$ cat config.mk
export PLATFORM = sky130hd
export DESIGN_NAME = cto_cell
export DESIGN_NICKNAME = d
export VERILOG_FILES = /design/src/cto_pkg.sv /design/src/cto_cell.sv
export SDC_FILE = /design/constraint.sdc
export NUM_CORES = 1
export LEC_CHECK = 0
export BUFFER_PORTS_ARGS = -buffer_cell sky130_fd_sc_hd__buf_2
export CAP_MARGIN = 20
export CORE_UTILIZATION = 46
export CTS_BUF_LIST = sky130_fd_sc_hd__clkbuf_4
export DETAILED_ROUTE_END_ITERATION = 12
export HOLD_SLACK_MARGIN = 0.05
export PLACE_DENSITY = 0.83
export SETUP_SLACK_MARGIN = 0.3
export SYNTH_ARGS = -nofsm -noshare
export SYNTH_HDL_FRONTEND = slang
export SYNTH_SLANG_ARGS = --single-unit
$ cat constraint.sdc
create_clock -name clk -period 7.15 [get_ports clk]
set_clock_uncertainty 0.1 [all_clocks]
set_input_delay 2.145 -clock clk [delete_from_list [all_inputs] [get_ports clk]]
set_output_delay 2.145 -clock clk [all_outputs]
set_load 0.01 [all_outputs]
$ cat src/cto_pkg.sv
`timescale 1ns / 1ps
`default_nettype none
// ---------------------------------------------------------------------------
// cto_pkg: shared definitions for the connection timeout table
// Sizes, request opcodes, result kinds and the cell entry and command types.
// ---------------------------------------------------------------------------
package cto_pkg;

  // table geometry
  localparam int SLOTS     = 64;
  localparam int TIME_BITS = 32;
  localparam int SOCK_BITS = 6;
  localparam int SOCKETS   = 1 << SOCK_BITS;

  // port field widths
  localparam int OP_BITS    = 2;
  localparam int FIELD_TIME = 32;

  // request opcodes
  localparam logic [OP_BITS-1:0] OP_INSERT = 2'd0;
  localparam logic [OP_BITS-1:0] OP_DELETE = 2'd1;
  localparam logic [OP_BITS-1:0] OP_TICK   = 2'd2;

  // result kinds
  localparam logic KIND_EXPIRED = 1'b0;
  localparam logic KIND_DROPPED = 1'b1;

  // one table cell
  typedef struct packed {
    logic                 valid;
    logic [TIME_BITS-1:0] tstamp;
    logic [SOCK_BITS-1:0] sock;
  } entry_t;

  // command broadcast to every cell
  typedef struct packed {
    logic                 ins;
    logic                 del;
    logic                 pop;
    logic [TIME_BITS-1:0] key_time;
    logic [SOCK_BITS-1:0] key_sock;
  } cell_cmd_t;

endpackage

`default_nettype wire

$ cat src/cto_cell.sv
`timescale 1ns / 1ps
`default_nettype none
// ---------------------------------------------------------------------------
// cto_cell: one slot of the sorted timeout chain
// Holds one (expiry, socket) entry; shifts up on insert, down on removal.
// ---------------------------------------------------------------------------
module cto_cell (
  input  wire                     logic clk,
  input  wire                     logic rst,
  input  wire cto_pkg::cell_cmd_t cmd,
  input  wire cto_pkg::entry_t    below,
  input  wire                     logic below_keep,
  input  wire cto_pkg::entry_t    above,
  input  wire                     logic del_in,
  output cto_pkg::entry_t         ent,
  output logic                    keep,
  output logic                    del_out
);
  import cto_pkg::*;

  entry_t ent_next;
  entry_t fresh;

  // compare against the broadcast key
  assign keep    = ent.valid && (ent.tstamp <= cmd.key_time);
  assign del_out = del_in || (ent.valid && (ent.sock == cmd.key_sock));

  assign fresh.valid  = 1'b1;
  assign fresh.tstamp = cmd.key_time;
  assign fresh.sock   = cmd.key_sock;

  // choose hold, new entry, or neighbor
  always_comb begin
    ent_next = ent;
    if (cmd.ins && !keep) begin
      ent_next = below_keep ? fresh : below;
    end
    if ((cmd.del && del_out) || cmd.pop) begin
      ent_next = above;
    end
  end

  always_ff @(posedge clk) begin
    if (rst) begin
      ent.valid <= 1'b0;
    end else begin
      ent <= ent_next;
    end
  end

endmodule

`default_nettype wire

==> results.md <==
* CTS Buffer Depth at 2
* WL met3 at 446 um
* Final wirelength at 7027 um
* Final setup fails at 0
* Metal1 wirelength at 2854 um
* Chip width at 80.87 um
* Routed len/inst at 13.21 um
* Mean Syn Cell Area at 9.700 um^2
* Vias after detailed routing at 2,663
* Area Overhead vs Synth at 34.24%
* Largest registers: ent: 39 flops
* Clock sinks at 39
* Port buffer count at 163
* Die ar. at 0.006540 mm^2
* Max cap viols at 0
* Final nets at 611
* Cts bufs inserted at 5
* Core Box Area at 0.005956 mm^2
* Synth area leader: edfxtp_1
* Ranking of synthesized cells by area: edfxtp_1, ha_1, mux2i_1, a21oi_1, nor2_1
* DR pass1 iterations at 4
* Main synth FF type: edfxtp_1
* Yosys cell types at 35
* Placed cell area at 0.003761 mm^2
* Max FO, Critical Path at 3
* Metal2 WL at 3637 um
* Worst hold path class: register to register
* Pins Over Slew Limit at 0
* Initial antenna violation count at 0
* Reg-to-Reg Start: ent[36]$_DFFE_PP_
* Top-count cell post-synth: a21oi_1
* Hpwl dp at 5494 um
* Top Ports at 164
* Initial core utilization at 48.05%
* Synth top area share at 39.88%
* Max Clk Rate at 156.1 MHz
* Largest net degree at the start of global routing at 79
* PD cells at 155.0 mW/mm^2
* Yosys warnings at 0
* Largest register FFs at 39
* Total GRT Usage at 21.93%
* Most flop-heavy register: ent
* Worst Setup End Kind: output port
* Postcts setup bufs at 0
* Row count at 28
* Syn Std Cell Area at 0.002861 mm^2
* Worst setup path startpoint: cmd[36]
* Hold_sp: ent[38]$_SDFFE_PP0P_
* Critical Path AT at 4160 ps
* Share of layout cells above drive strength 1 at 38.51%
* Die height at 80.87 um
* DRT iter0 DRCs at 54
* Final Cycle Share at 89.59%
* Number of global-route vias before repair at 2,679
* Clk_lat worst skew at 350 ps
* Post-synth EDFFs at 38
* Worst vdd ir at 0.1030 mV
* Post-Syn Nets at 450
* DR top layer: met4
* Unrepaired setup endpoints after global routing: no
* Post-synth top cells: a21oi_1, nor2_1, edfxtp_1, mux2i_1, inv_1
* Crit Path Category: primary input to output port
* Setup_tns at 0 ps
* Period minus WS final at 6405 ps
* Fraction of registers with async set/reset at 0%
* Cells after synthesis at 295
* Post-cts gate resize count at 0
* Vias per cell at 5.006
* DRC viols at 0
* H-tree levels at 2
* CTS tree: done
* Final Hold Fails at 0
* Hold Buf Count CTS at 0
* Req. time, crit path at 4910 ps
* Gpl congestion at 0.7492
* Global-route wire length before repair at 10,980 um
* CTS root buf: clkbuf_4
* Seq/Total Area, Yosys at 40.58%
* Grt ovf at 0
* Worst-path clk slew at 100 ps
* Outcome: finished, final reports clean
* Final ANT Viol Nets at 0
* Measured slew at the worst slew-check pin at 705.7 ps
* Worst relative slew slack at 52.95%
* Startpoint types: primary input
* Final instance area at 0.003841 mm^2
* Number of antenna diodes at 0
* LEAKAGE at 1.996 nW
* Synthesized flop and latch total at 39
## per-layer routing
| layer | up-vias | global-route usage, % |
|---|---|---|
| met4 | 0 | 7.143 |
| met5 | - | 0 |
| met1 | 1172 | 22.87 |
| met2 | 97 | 42.44 |
| li1 | 1385 | - |
| met3 | 9 | 5.281 |
## cells in the final DEF, fill, tap and decap left out, types with 4 or more instances in the layout
cell	n
buf_2	163
a21oi_1	47
nor2_1	40
xor2_1	5
inv_1	35
nand2_1	9
ha_1	32
clkbuf_4	6
nand3_1	4
nand4_1	6
edfxtp_1	38
mux2i_1	38
## report_power, final
| group | switching, mW | leakage [nW] | total [mW] | internal [mW] |
|---|---|---|---|---|
| Clock | 0.0713 | 0.0307 | 0.112 | 0.0403 |
| Combinational | 0.102 | 1.59 | 0.190 | 0.0886 |
| Sequential | 0.0127 | 0.372 | 0.294 | 0.281 |
| Total | 0.186 | 2.00 | 0.595 | 0.410 |
## critical path, stage by stage
cell	delay (ps)
buf_2	90
inv_1	40
ha_1	300
and4_1	220
nand4_1	120
or4_1	590
nand2b_4	170
a22oi_2	280
buf_2	200
## through the flow
step	total power [mW]	util, %	std cells	hold WS, ps	setup WS [ps]
after detailed placement	0.4883	63.15	523	723.1	756.1
final	0.5955	64.50	532	751.6	744.6
after floorplan	0.4037	-	295	638.4	1088
after global routing	0.6368	64.50	532	811.0	633.4
after global placement	0.4812	63.15	523	714.6	820.9
after CTS	0.6017	64.03	531	761.6	757.7
## logic make-up after synthesis
group,count (synthesis),synth area share (%)
flops,39,40.58
mux,38,13.29
buf+inv,47,6.340
xor+xnor,6,1.836
fa+ha+maj,32,13.99
compound gates,66,13.38
simple gates,67,10.58
## final timing paths
kind / depth (start not counted) / slack, ps / to
worst min register to register: 3 / 750 / ent[38]$_SDFFE_PP0P_
worst min-delay path: 3 / 750 / ent[38]$_SDFFE_PP0P_
worst max-delay path: 9 / 740 / keep
worst max register to register: 8 / 4080 / ent[1]$_DFFE_PP_
## final cells by class
type                    count  area [um^2]
repair buffers            166        858.3
inverters                  35        131.4
well taps                  75        93.84
clock inverters             2        7.507
clock buffers               6        45.04
multi-input cells         209         1544
flip-flops and latches     39         1161
fillers                   518         2115
(Power assumes the default switching activity.)
